[src/rtl/plt_pkg.sv]
`default_nettype none

package plt_pkg;

   // Result status codes
   localparam logic [3:0] ST_SHORT      = 4'd0;
   localparam logic [3:0] ST_WRONG_TYPE = 4'd1;
   localparam logic [3:0] ST_OWN        = 4'd2;
   localparam logic [3:0] ST_TRUNC      = 4'd3;
   localparam logic [3:0] ST_JOINED     = 4'd4;
   localparam logic [3:0] ST_REJOINED   = 4'd5;
   localparam logic [3:0] ST_FULL       = 4'd6;
   localparam logic [3:0] ST_UNKNOWN    = 4'd7;
   localparam logic [3:0] ST_PONG       = 4'd8;
   localparam logic [3:0] ST_LEFT       = 4'd9;
   localparam logic [3:0] ST_DATA       = 4'd10;
   localparam logic [3:0] ST_IGNORED    = 4'd11;
   localparam logic [3:0] ST_PING       = 4'd12;
   localparam logic [3:0] ST_EVICT      = 4'd13;

   // Message types
   localparam logic [7:0] MT_JOIN  = 8'd0;
   localparam logic [7:0] MT_DATA  = 8'd1;
   localparam logic [7:0] MT_LEAVE = 8'd2;
   localparam logic [7:0] MT_PONG  = 8'd4;

   // Register indexes (byte address 8*i)
   localparam logic [1:0] REG_OWN_MAC    = 2'd0;
   localparam logic [1:0] REG_PROTOCOL   = 2'd1;
   localparam logic [1:0] REG_MISS_LIMIT = 2'd2;

   localparam logic [16:0] HDR_BYTES        = 17'd17;
   localparam logic [4:0]  MISS_SAT         = 5'd31;
   localparam logic [15:0] PROTOCOL_RESET   = 16'h88B5;
   localparam logic [3:0]  MISS_LIMIT_RESET = 4'd3;

   typedef struct packed {
      logic [47:0] own_mac;
      logic [15:0] protocol_type;
      logic [3:0]  miss_limit;
   } cfg_type;

   typedef struct packed {
      logic we_mac;
      logic we_miss;
      logic set_valid;
      logic clr_valid;
   } wr_ctl_type;

endpackage

`default_nettype wire

[src/rtl/plt_csr.sv]
`default_nettype none

module plt_csr
   import plt_pkg::*;
(
   input  wire logic        clock,
   input  wire logic        reset,
   input  wire logic        psel,
   input  wire logic        penable,
   input  wire logic        pwrite,
   input  wire logic [4:0]  paddr,
   input  wire logic [63:0] pwdata,
   output logic [63:0]      prdata,
   output logic             pready,
   output cfg_type          cfg
);

   logic [47:0] own_mac_ff, own_mac_in;
   logic [15:0] proto_ff, proto_in;
   logic [3:0]  limit_ff, limit_in;
   logic        wr_en;

   assign wr_en  = psel && penable && pwrite;
   assign pready = 1'b1;

   always_comb begin
      own_mac_in = own_mac_ff;
      proto_in   = proto_ff;
      limit_in   = limit_ff;
      if (wr_en) begin
         case (paddr[4:3])
            REG_OWN_MAC:    own_mac_in = pwdata[47:0];
            REG_PROTOCOL:   proto_in   = pwdata[15:0];
            REG_MISS_LIMIT: limit_in   = pwdata[3:0];
            default: ;
         endcase
      end
   end

   always_ff @(posedge clock) begin
      if (reset) begin
         own_mac_ff <= '0;
         proto_ff   <= PROTOCOL_RESET;
         limit_ff   <= MISS_LIMIT_RESET;
      end else begin
         own_mac_ff <= own_mac_in;
         proto_ff   <= proto_in;
         limit_ff   <= limit_in;
      end
   end

   always_comb begin
      case (paddr[4:3])
         REG_OWN_MAC:    prdata = {16'd0, own_mac_ff};
         REG_PROTOCOL:   prdata = {48'd0, proto_ff};
         REG_MISS_LIMIT: prdata = {60'd0, limit_ff};
         default:        prdata = '0;
      endcase
   end

   assign cfg.own_mac       = own_mac_ff;
   assign cfg.protocol_type = proto_ff;
   assign cfg.miss_limit    = limit_ff;

endmodule

`default_nettype wire

[src/rtl/plt_store.sv]
`default_nettype none

module plt_store
   import plt_pkg::*;
#(
   parameter int  MAX_PEERS = 16,
   localparam int IDX_W     = (MAX_PEERS > 1) ? $clog2(MAX_PEERS) : 1,
   localparam int CNT_W     = $clog2(MAX_PEERS + 1)
)
(
   input  wire logic                 clock,
   input  wire logic                 reset,
   input  wire logic                 rd_en,
   input  wire logic [IDX_W-1:0]     rd_addr,
   output logic                      rd_valid,
   output logic [47:0]               rd_mac,
   output logic [4:0]                rd_misses,
   input  wire wr_ctl_type           wr_ctl,
   input  wire logic [IDX_W-1:0]     wr_addr,
   input  wire logic [47:0]          wr_mac,
   input  wire logic [4:0]           wr_misses,
   output logic [CNT_W-1:0]          valid_cnt
);

   logic [MAX_PEERS-1:0] valid_ff, valid_in;
   logic [CNT_W-1:0]     cnt_ff, cnt_in;
   logic                 rd_valid_ff;
   logic [47:0]          rd_mac_ff;
   logic [4:0]           rd_misses_ff;

   logic [47:0] mac_mem [MAX_PEERS];
   logic [4:0]  miss_mem [MAX_PEERS];

   // Set only ever hits a free entry and clear only a live one
   always_comb begin
      valid_in = valid_ff;
      cnt_in   = cnt_ff;
      if (wr_ctl.set_valid) begin
         valid_in[wr_addr] = 1'b1;
         cnt_in            = cnt_ff + CNT_W'(1);
      end
      if (wr_ctl.clr_valid) begin
         valid_in[wr_addr] = 1'b0;
         cnt_in            = cnt_ff - CNT_W'(1);
      end
   end

   always_ff @(posedge clock) begin
      if (reset) begin
         valid_ff <= '0;
         cnt_ff   <= '0;
      end else begin
         valid_ff <= valid_in;
         cnt_ff   <= cnt_in;
      end
   end

   always_ff @(posedge clock) begin
      if (wr_ctl.we_mac) begin
         mac_mem[wr_addr] <= wr_mac;
      end
      if (wr_ctl.we_miss) begin
         miss_mem[wr_addr] <= wr_misses;
      end
      if (rd_en) begin
         rd_mac_ff    <= mac_mem[rd_addr];
         rd_misses_ff <= miss_mem[rd_addr];
         rd_valid_ff  <= valid_ff[rd_addr];
      end
   end

   assign rd_valid  = rd_valid_ff;
   assign rd_mac    = rd_mac_ff;
   assign rd_misses = rd_misses_ff;
   assign valid_cnt = cnt_ff;

endmodule

`default_nettype wire

[src/rtl/peer_liveness_table.sv]
`default_nettype none

// Channel   Direction  Handshake            Carries
// req_*     in         req_valid/req_stall  frame header or heartbeat tick
// rsp_*     out        rsp_valid/rsp_stall  one result per request, or one per live peer
// APB       in         psel/penable/pready  own_mac, protocol_type, miss_limit
//
// A dropped frame or a tick on an empty table gets its result in the check
// state once the result register is free. A frame that reaches the table
// walks the entry memory at one read a cycle, then acts on the lookup. A tick
// walks the same way, but its walk holds while the result channel stalls.
// Reset is synchronous and empties the table through its valid bits at once;
// no clearing pass is run. req_stall is high while a request is in work.

module peer_liveness_table
   import plt_pkg::*;
#(
   parameter int MAX_PEERS = 16
)
(
   input  wire logic        clock,
   input  wire logic        reset,

   input  wire logic        req_valid,
   output logic             req_stall,
   input  wire logic        req_func,
   input  wire logic [47:0] req_src_mac,
   input  wire logic [15:0] req_ether_type,
   input  wire logic [7:0]  req_msg_kind,
   input  wire logic [15:0] req_payload_length,
   input  wire logic [16:0] req_frame_length,

   output logic             rsp_valid,
   input  wire logic        rsp_stall,
   output logic [3:0]       rsp_status,
   output logic [3:0]       rsp_slot,
   output logic [47:0]      rsp_peer_mac,
   output logic [15:0]      rsp_data_length,
   output logic             rsp_tick_empty,
   output logic             rsp_last,

   input  wire logic        psel,
   input  wire logic        penable,
   input  wire logic        pwrite,
   input  wire logic [4:0]  paddr,
   input  wire logic [63:0] pwdata,
   output logic [63:0]      prdata,
   output logic             pready
);

   localparam int IDX_W = (MAX_PEERS > 1) ? $clog2(MAX_PEERS) : 1;
   localparam int CNT_W = $clog2(MAX_PEERS + 1);

   typedef enum logic [1:0] {
      S_IDLE,
      S_CHECK,
      S_SCAN,
      S_ACT
   } state_type;

   // Low four bits of a table index
   function automatic logic [3:0] slot_of(input logic [IDX_W-1:0] idx);
      logic [IDX_W+3:0] wide;
      wide = {4'b0000, idx};
      return wide[3:0];
   endfunction

   cfg_type cfg;

   // Captured request
   state_type        state_ff, state_in;
   logic             func_ff, func_in;
   logic [47:0]      mac_ff, mac_in;
   logic [15:0]      etype_ff, etype_in;
   logic [7:0]       mt_ff, mt_in;
   logic [15:0]      plen_ff, plen_in;
   logic [16:0]      flen_ff, flen_in;

   // Walk over the table
   logic [CNT_W-1:0] cnt_ff, cnt_in;
   logic             pipe_vld_ff, pipe_vld_in;
   logic [IDX_W-1:0] pipe_idx_ff, pipe_idx_in;
   logic             hit_found_ff, hit_found_in;
   logic [IDX_W-1:0] hit_idx_ff, hit_idx_in;
   logic             free_found_ff, free_found_in;
   logic [IDX_W-1:0] free_idx_ff, free_idx_in;
   logic [CNT_W-1:0] remaining_ff, remaining_in;

   // Result register
   logic             rsp_valid_ff, rsp_valid_in;
   logic [3:0]       rsp_status_ff, rsp_status_in;
   logic [3:0]       rsp_slot_ff, rsp_slot_in;
   logic [47:0]      rsp_mac_ff, rsp_mac_in;
   logic [15:0]      rsp_dlen_ff, rsp_dlen_in;
   logic             rsp_empty_ff, rsp_empty_in;
   logic             rsp_last_ff, rsp_last_in;

   // Table port
   logic             rd_en;
   logic [IDX_W-1:0] rd_addr;
   logic             rd_valid;
   logic [47:0]      rd_mac;
   logic [4:0]       rd_misses;
   wr_ctl_type       wr_ctl;
   logic [IDX_W-1:0] wr_addr;
   logic [47:0]      wr_mac;
   logic [4:0]       wr_misses;
   logic [CNT_W-1:0] valid_cnt;

   logic             out_free;
   logic             issue_more;
   logic [4:0]       miss_inc;
   logic             evict;
   logic             tick_emit;
   logic             adv;
   logic [16:0]      flen_need;
   logic             drop;
   logic [3:0]       drop_status;

   plt_csr u_csr (
      .clock   (clock),
      .reset   (reset),
      .psel    (psel),
      .penable (penable),
      .pwrite  (pwrite),
      .paddr   (paddr),
      .pwdata  (pwdata),
      .prdata  (prdata),
      .pready  (pready),
      .cfg     (cfg)
   );

   plt_store #(
      .MAX_PEERS (MAX_PEERS)
   ) u_store (
      .clock     (clock),
      .reset     (reset),
      .rd_en     (rd_en),
      .rd_addr   (rd_addr),
      .rd_valid  (rd_valid),
      .rd_mac    (rd_mac),
      .rd_misses (rd_misses),
      .wr_ctl    (wr_ctl),
      .wr_addr   (wr_addr),
      .wr_mac    (wr_mac),
      .wr_misses (wr_misses),
      .valid_cnt (valid_cnt)
   );

   // The result register frees up when empty or when its result is taken
   assign out_free   = !rsp_valid_ff || !rsp_stall;
   assign issue_more = (cnt_ff != CNT_W'(MAX_PEERS));

   // Shared per-entry unit: saturating miss count and limit compare
   assign miss_inc  = (rd_misses != MISS_SAT) ? rd_misses + 5'd1 : rd_misses;
   assign evict     = (miss_inc > {1'b0, cfg.miss_limit});
   assign tick_emit = (state_ff == S_SCAN) && func_ff && pipe_vld_ff && rd_valid;
   // Hold the walk while a tick result has nowhere to go
   assign adv       = !tick_emit || out_free;

   // Frame screening, first failing check wins
   assign flen_need = {1'b0, plen_ff} + HDR_BYTES;

   always_comb begin
      drop        = 1'b1;
      drop_status = ST_SHORT;
      if (flen_ff < HDR_BYTES) begin
         drop_status = ST_SHORT;
      end else if (etype_ff != cfg.protocol_type) begin
         drop_status = ST_WRONG_TYPE;
      end else if (mac_ff == cfg.own_mac) begin
         drop_status = ST_OWN;
      end else if (flen_ff < flen_need) begin
         drop_status = ST_TRUNC;
      end else begin
         drop = 1'b0;
      end
   end

   always_comb begin
      state_in      = state_ff;
      func_in       = func_ff;
      mac_in        = mac_ff;
      etype_in      = etype_ff;
      mt_in         = mt_ff;
      plen_in       = plen_ff;
      flen_in       = flen_ff;
      cnt_in        = cnt_ff;
      pipe_vld_in   = pipe_vld_ff;
      pipe_idx_in   = pipe_idx_ff;
      hit_found_in  = hit_found_ff;
      hit_idx_in    = hit_idx_ff;
      free_found_in = free_found_ff;
      free_idx_in   = free_idx_ff;
      remaining_in  = remaining_ff;

      rsp_valid_in  = rsp_valid_ff && rsp_stall;
      rsp_status_in = rsp_status_ff;
      rsp_slot_in   = rsp_slot_ff;
      rsp_mac_in    = rsp_mac_ff;
      rsp_dlen_in   = rsp_dlen_ff;
      rsp_empty_in  = rsp_empty_ff;
      rsp_last_in   = rsp_last_ff;

      rd_en     = 1'b0;
      rd_addr   = cnt_ff[IDX_W-1:0];
      wr_ctl    = '0;
      wr_addr   = pipe_idx_ff;
      wr_mac    = mac_ff;
      wr_misses = '0;

      case (state_ff)
         S_IDLE: begin
            if (req_valid) begin
               func_in  = req_func;
               mac_in   = req_src_mac;
               etype_in = req_ether_type;
               mt_in    = req_msg_kind;
               plen_in  = req_payload_length;
               flen_in  = req_frame_length;
               state_in = S_CHECK;
            end
         end

         S_CHECK: begin
            // Prime the walk; harmless while waiting on the result register
            cnt_in        = '0;
            pipe_vld_in   = 1'b0;
            hit_found_in  = 1'b0;
            free_found_in = 1'b0;
            remaining_in  = valid_cnt;
            if (func_ff) begin
               if (valid_cnt == '0) begin
                  if (out_free) begin
                     rsp_valid_in  = 1'b1;
                     rsp_status_in = ST_EVICT;
                     rsp_slot_in   = '0;
                     rsp_mac_in    = '0;
                     rsp_dlen_in   = '0;
                     rsp_empty_in  = 1'b1;
                     rsp_last_in   = 1'b1;
                     state_in      = S_IDLE;
                  end
               end else begin
                  state_in = S_SCAN;
               end
            end else if (drop) begin
               if (out_free) begin
                  rsp_valid_in  = 1'b1;
                  rsp_status_in = drop_status;
                  rsp_slot_in   = '0;
                  rsp_mac_in    = mac_ff;
                  rsp_dlen_in   = '0;
                  rsp_empty_in  = 1'b0;
                  rsp_last_in   = 1'b1;
                  state_in      = S_IDLE;
               end
            end else begin
               state_in = S_SCAN;
            end
         end

         S_SCAN: begin
            if (adv) begin
               // Issue the next read
               if (issue_more) begin
                  rd_en       = 1'b1;
                  pipe_vld_in = 1'b1;
                  pipe_idx_in = cnt_ff[IDX_W-1:0];
                  cnt_in      = cnt_ff + CNT_W'(1);
               end else begin
                  pipe_vld_in = 1'b0;
               end
               // Evaluate the entry read by the previous issue
               if (pipe_vld_ff && rd_valid) begin
                  if (func_ff) begin
                     wr_ctl.we_miss   = 1'b1;
                     wr_ctl.clr_valid = evict;
                     wr_misses        = miss_inc;
                     rsp_valid_in     = 1'b1;
                     rsp_status_in    = evict ? ST_EVICT : ST_PING;
                     rsp_slot_in      = slot_of(pipe_idx_ff);
                     rsp_mac_in       = rd_mac;
                     rsp_dlen_in      = '0;
                     rsp_empty_in     = 1'b0;
                     rsp_last_in      = (remaining_ff == CNT_W'(1));
                     remaining_in     = remaining_ff - CNT_W'(1);
                  end else if (!hit_found_ff && (rd_mac == mac_ff)) begin
                     hit_found_in = 1'b1;
                     hit_idx_in   = pipe_idx_ff;
                  end
               end else if (pipe_vld_ff && !func_ff && !free_found_ff) begin
                  free_found_in = 1'b1;
                  free_idx_in   = pipe_idx_ff;
               end
               if (!issue_more && !pipe_vld_ff) begin
                  state_in = func_ff ? S_IDLE : S_ACT;
               end
            end
         end

         S_ACT: begin
            // Act on the lookup only once the result can be posted
            if (out_free) begin
               rsp_valid_in  = 1'b1;
               rsp_mac_in    = mac_ff;
               rsp_dlen_in   = '0;
               rsp_empty_in  = 1'b0;
               rsp_last_in   = 1'b1;
               rsp_slot_in   = '0;
               wr_addr       = hit_idx_ff;
               state_in      = S_IDLE;
               if (mt_ff == MT_JOIN) begin
                  if (hit_found_ff) begin
                     wr_ctl.we_miss = 1'b1;
                     rsp_status_in  = ST_REJOINED;
                     rsp_slot_in    = slot_of(hit_idx_ff);
                  end else if (!free_found_ff) begin
                     rsp_status_in  = ST_FULL;
                  end else begin
                     wr_addr          = free_idx_ff;
                     wr_ctl.we_mac    = 1'b1;
                     wr_ctl.we_miss   = 1'b1;
                     wr_ctl.set_valid = 1'b1;
                     rsp_status_in    = ST_JOINED;
                     rsp_slot_in      = slot_of(free_idx_ff);
                  end
               end else if (!hit_found_ff) begin
                  rsp_status_in = ST_UNKNOWN;
               end else begin
                  rsp_slot_in = slot_of(hit_idx_ff);
                  case (mt_ff)
                     MT_PONG: begin
                        wr_ctl.we_miss = 1'b1;
                        rsp_status_in  = ST_PONG;
                     end
                     MT_LEAVE: begin
                        wr_ctl.clr_valid = 1'b1;
                        rsp_status_in    = ST_LEFT;
                     end
                     MT_DATA: begin
                        rsp_status_in = ST_DATA;
                        rsp_dlen_in   = plen_ff;
                     end
                     default: begin
                        rsp_status_in = ST_IGNORED;
                     end
                  endcase
               end
            end
         end

         default: begin
            state_in = S_IDLE;
         end
      endcase
   end

   always_ff @(posedge clock) begin
      if (reset) begin
         state_ff     <= S_IDLE;
         pipe_vld_ff  <= 1'b0;
         rsp_valid_ff <= 1'b0;
      end else begin
         state_ff      <= state_in;
         func_ff       <= func_in;
         mac_ff        <= mac_in;
         etype_ff      <= etype_in;
         mt_ff         <= mt_in;
         plen_ff       <= plen_in;
         flen_ff       <= flen_in;
         cnt_ff        <= cnt_in;
         pipe_vld_ff   <= pipe_vld_in;
         pipe_idx_ff   <= pipe_idx_in;
         hit_found_ff  <= hit_found_in;
         hit_idx_ff    <= hit_idx_in;
         free_found_ff <= free_found_in;
         free_idx_ff   <= free_idx_in;
         remaining_ff  <= remaining_in;
         rsp_valid_ff  <= rsp_valid_in;
         rsp_status_ff <= rsp_status_in;
         rsp_slot_ff   <= rsp_slot_in;
         rsp_mac_ff    <= rsp_mac_in;
         rsp_dlen_ff   <= rsp_dlen_in;
         rsp_empty_ff  <= rsp_empty_in;
         rsp_last_ff   <= rsp_last_in;
      end
   end

   // Accept a new request only between requests
   assign req_stall       = (state_ff != S_IDLE);
   assign rsp_valid       = rsp_valid_ff;
   assign rsp_status      = rsp_status_ff;
   assign rsp_slot        = rsp_slot_ff;
   assign rsp_peer_mac    = rsp_mac_ff;
   assign rsp_data_length = rsp_dlen_ff;
   assign rsp_tick_empty  = rsp_empty_ff;
   assign rsp_last        = rsp_last_ff;

   // An empty tick is a single, final eviction-coded result
   a_empty_tick: assert property (@(posedge clock) disable iff (reset)
      (rsp_valid && rsp_tick_empty) |-> (rsp_last && rsp_status == ST_EVICT))
      else $error("empty tick result malformed");

   // The live-peer count never passes the table size
   a_cnt_bound: assert property (@(posedge clock) disable iff (reset)
      valid_cnt <= CNT_W'(MAX_PEERS))
      else $error("live peer count out of range");

   // A tick walk ends with every live peer reported
   a_tick_done: assert property (@(posedge clock) disable iff (reset)
      (state_ff == S_SCAN && func_ff && state_in == S_IDLE) |-> (remaining_ff == '0))
      else $error("tick walk ended with peers unreported");

endmodule

`default_nettype wire

[config.mk]
export PLATFORM = sky130hd
export DESIGN_NAME = peer_liveness_table
export DESIGN_NICKNAME = d
export VERILOG_FILES = /design/src/rtl/plt_pkg.sv /design/src/rtl/plt_csr.sv /design/src/rtl/plt_store.sv /design/src/rtl/peer_liveness_table.sv
export SDC_FILE = /design/constraint.sdc
export NUM_CORES = 1
export LEC_CHECK = 0
export BUFFER_PORTS_ARGS = -buffer_cell sky130_fd_sc_hd__buf_2
export CORE_MARGIN = 2
export CORE_UTILIZATION = 36
export CTS_BUF_LIST = sky130_fd_sc_hd__clkbuf_4 sky130_fd_sc_hd__clkbuf_8
export DETAILED_ROUTE_END_ITERATION = 6
export PLACE_DENSITY_LB_ADDON = 0.08
export SLEW_MARGIN = 20
export SYNTH_ARGS = -nofsm -noshare
export SYNTH_HDL_FRONTEND = slang
export SYNTH_HIERARCHICAL = 1
export SYNTH_SLANG_ARGS = --single-unit
[constraint.sdc]
create_clock -name clock -period 10.3 [get_ports clock]
set_input_delay 0 -clock clock [delete_from_list [all_inputs] [get_ports clock]]
set_output_delay 0 -clock clock [all_outputs]
set_load 0.005 [all_outputs]
==> run metrics <==
run status=complete, no violations; H-Tree Depth=4; cells after synthesis=roughly 2700; Detailed Place HPWL=85790 µm; Setup CP Type=reg2reg; post-CTS resize count=0; Routed WL per cell=between 20 and 30 µm; mapped cell area=48550 µm²; IO buf count=around 290; largest net degree at the start of global routing=between 150 and 200; post-synthesis register bit count=roughly 1200; leading post-synthesis cells by cell area=edfxtp_1, mux4_2, dfxtp_1, mux2i_1, a22oi_1; Storage cell area=between 30000 and 40000 µm²; Leak=between 20 and 25 nW; initial antenna violation count=15; Pwr per Cell Area=~170 nW/µm²; setup TNS=0 ns; Final Wtd Congestion=between 0.7 and 0.8; Min-Delay Path Class=in2reg; vias per std cell=~5.3; worst reg2reg startpoint=plen_ff[0]$_DFFE_PP_; DRC=0; Final Cycle Share=50.57%; gr usage total=between 20% and 30%; Cell variety after synth=70; layout cells sized above 1=between 20% and 30%; FMAX=192.0 MHz; critical path buffer and inverter count=1; number of synthesis warnings=6; Post-synth EDFFs=about 1100; Die Wd=about 370 µm; Clock Root Buffer=clkbuf_8; CP Launch Type=flip-flop; Cell Chain, Critical Path=ha_1 -> nand3_1 -> nand2b_1 -> nor3b_1 -> xnor2_1 -> ha_1 -> and3_1 -> a221o_1 -> a21oi_1 -> o21a_1 -> o31ai_4 -> o32ai_4 -> buf_4; max-slew violations=0; Worst path max stage delay=0.77 ns; worst IR drop on VDD=0.0001210 V; first-pass GRT wire length=approximately 210000 µm; Via Count=between 20000 and 30000; Fill cells=between 10000 and 15000; Max-slew headroom=21.44%; cts bufs inserted=a little over 200; Area Growth Syn to Fin=23.11%; final wirelength=approximately 150000 µm; setup bufs post-CTS=0; HP Start=pwdata[31]; slowest stage cell, crit path=buf_4; CP startpoint=plen_ff[0]$_DFFE_PP_; Setup crit end kind=flip-flop; cell mode on critical path=ha_1; WP data arrival=between 5 and 6 ns; cell taking the most area after synthesis=edfxtp_1; Fin. Hold Viols=0; Max-Cap Viols=0; DRT iter0 DRCs=2477; CTS Buffer Depth=3; CTS tree=yes; Top Family by Delay on Critical Path=compound AO/OA/AOI/OAI gates; fin crit period=around 5.2 ns; Async SR Flop Fraction=0%; met2 usage=34.81%; Nets=between 3000 and 4000; row count=134; Util after Layout=44.73%; grt met1 use=~30%; Req. time, crit path=~11 ns; gr busiest metal=met2; clock skew=roughly 0.05 ns; I/O pins=between 300 and 400; Setup-failing EPs final=0; TritonRoute pass-1 iters=5; Die Area=137800 µm²; grt ovf=0; Final ANT Viol Nets=0; Crit Path Max Fanout=35; Clk Latency, worst-skew pair=0.91 ns; RSZ-0062 raised after global routing=false; post-synth top area share=68.41%; Placeable Area=between 100000 and 150000 µm²; Syn Area/Cell=approximately 18 µm²; CTS clk-pin slew, worst paths=about 0.060 ns; starting density of the core=roughly 36%; Slew @ Worst Pin=roughly 1.2 ns; Die Ht=~370 µm; multi-input logic area=12780 µm²; Main synth FF type=edfxtp_1; Clock Sinks=about 1200; vias in the first global route=between 20000 and 30000; GR Util met3=3.908%; Seq/Total Area, Yosys=about 72%
[state kept, by name (all words and copies together) (netlist names), 17 cells and up]
| name | flops |
|---|---|
| u_store/rd_mac | 48 |
| u_store/miss_mem | 80 |
| u_csr/own_mac_ff | 48 |
| rsp_peer_mac | 48 |
| flen_ff | 17 |
| u_store/mac_mem | 768 |
| mac_ff | 48 |
[what timing repair did]
action                                 4_1_cts  5_1_grt
setup endpoints to repair                    0        0
endpoints found under the hold margin      301        0
hold buffers                               364        0
[path summary, 6_finish.rpt]
check / slack, ns / depth (start not counted) / endpoint
max: 5.09 / 13 / rsp_peer_mac[16]$_DFFE_PP_
min: 0.13 / 4 / u_csr/own_mac_ff[31]$_SDFFE_PP0P_
max reg2reg: 5.09 / 13 / rsp_peer_mac[16]$_DFFE_PP_
min reg2reg: 0.50 / 2 / u_csr/own_mac_ff[31]$_SDFFE_PP0P_
[final cells by class]
cell class                 instances  share of cell area, %
multi-input combinational       1350                  21.39
clock buffer                     294                  5.933
antenna                            2               0.008374
inverter                          26                 0.1633
clock inverter                    84                 0.7662
tap                             1768                  3.701
timing repair buffer             713                  9.354
sequential                      1199                  58.68
[routing by layer]
| layer | share of wire, % | vias to the layer above |
|---|---|---|
| li1 | - | 12320 |
| met1 | 44 | 15090 |
| met2 | 48 | 948 |
| met3 | 5.8 | 224 |
| met4 | 2.2 | 2 |
| met5 | 0.0087 | - |
[placed cells by master, fill, tap and decap left out, types with 8 or more instances in the layout]
cell type | netlist | layout
ha_1 | 33 | 32
dfxtp_1 | 93 | 93
nand2b_1 | 115 | 115
o22ai_1 | 10 | 10
o21ai_0 | 59 | 59
a21oi_1 | 45 | 43
nor2_1 | 81 | 77
inv_1 | 26 | 26
clkbuf_8 | 0 | 214
mux4_2 | 216 | 216
nand2_1 | 131 | 131
dlygate4sd3_1 | 0 | 364
and2_1 | 85 | 66
conb_1 | 2 | 17
nor3_1 | 15 | 14
edfxtp_1 | 1106 | 1106
mux2i_1 | 136 | 136
xor2_1 | 71 | 71
buf_4 | 29 | 60
clkbuf_4 | 0 | 80
nor4_1 | 21 | 21
a211oi_1 | 21 | 20
and2_4 | 0 | 8
nand3_1 | 15 | 15
clkinv_1 | 0 | 46
and2_2 | 0 | 11
buf_2 | 35 | 285
xnor2_1 | 60 | 60
clkinv_2 | 0 | 24
a22o_1 | 8 | 8
a22oi_1 | 109 | 109
nand4_1 | 22 | 22
[synth_stat cells, types with 3 or more instances]
cell type / count
mux2i_1: 136
nor2b_1: 9
buf_4: 29
nand2b_1: 115
a22o_1: 8
and2_1: 85
ha_1: 33
a22oi_1: 109
dfxtp_1: 93
nand4_1: 22
xnor2_1: 60
nand2_1: 131
o21a_1: 7
buf_1: 5
o21ai_0: 59
a21oi_1: 45
nand3_1: 15
nor3b_1: 4
a31oi_1: 3
a21o_1: 7
and3_1: 4
buf_6: 9
nor4_1: 21
edfxtp_1: 1106
nor2_1: 81
nor3_1: 15
clkbuf_1: 76
o22ai_1: 10
inv_1: 26
xor2_1: 71
a211oi_1: 21
buf_2: 35
mux4_2: 216
[cell families after synthesis]
logic type | count (synthesis) | synth area share, %
multiplexers | 353 | 12.85
adder cells (fa/ha/maj) | 34 | 0.8917
buffers and inverters | 180 | 1.845
XOR/XNOR | 131 | 2.363
flip-flops | 1199 | 72.25
AND/OR/NAND/NOR | 519 | 5.660
other | 2 | 0.01547
AO/OA/AOI/OAI | 296 | 4.131
[power by group]
group	switching (mW)	leakage (nW)	total, mW	internal, mW
Combinational	0.252	7.45	0.491	0.239
Sequential	0.0594	11.0	5.40	5.34
Clock	1.97	2.14	4.23	2.26
Total	2.28	20.5	10.1	7.84
[through the flow]
step | cell area, µm² | total power [mW] | hold slack, ns | std cells | worst slack [ns]
final | 59770 | 10.12 | 0.1312 | 5436 | 5.091
after global routing | 59770 | 10.48 | 0.07318 | 5436 | 4.805
after CTS | 59720 | 10.24 | 0.05513 | 5432 | 5.092
after detailed placement | 52070 | 5.895 | 0.1781 | 4690 | 5.113
after global placement | 52070 | 5.887 | 0.1769 | 4690 | 5.143
after floorplan | 48600 | 5.712 | 0.09887 | 2729 | 1.670
[worst min-delay path, delay by kind of cell]
family / cells / cell delay [ns]
buffers and inverters: 2 / 0.68
multiplexers: 1 / 0.16
AND/OR/NAND/NOR: 1 / 0.13
(Power assumes the default switching activity.)
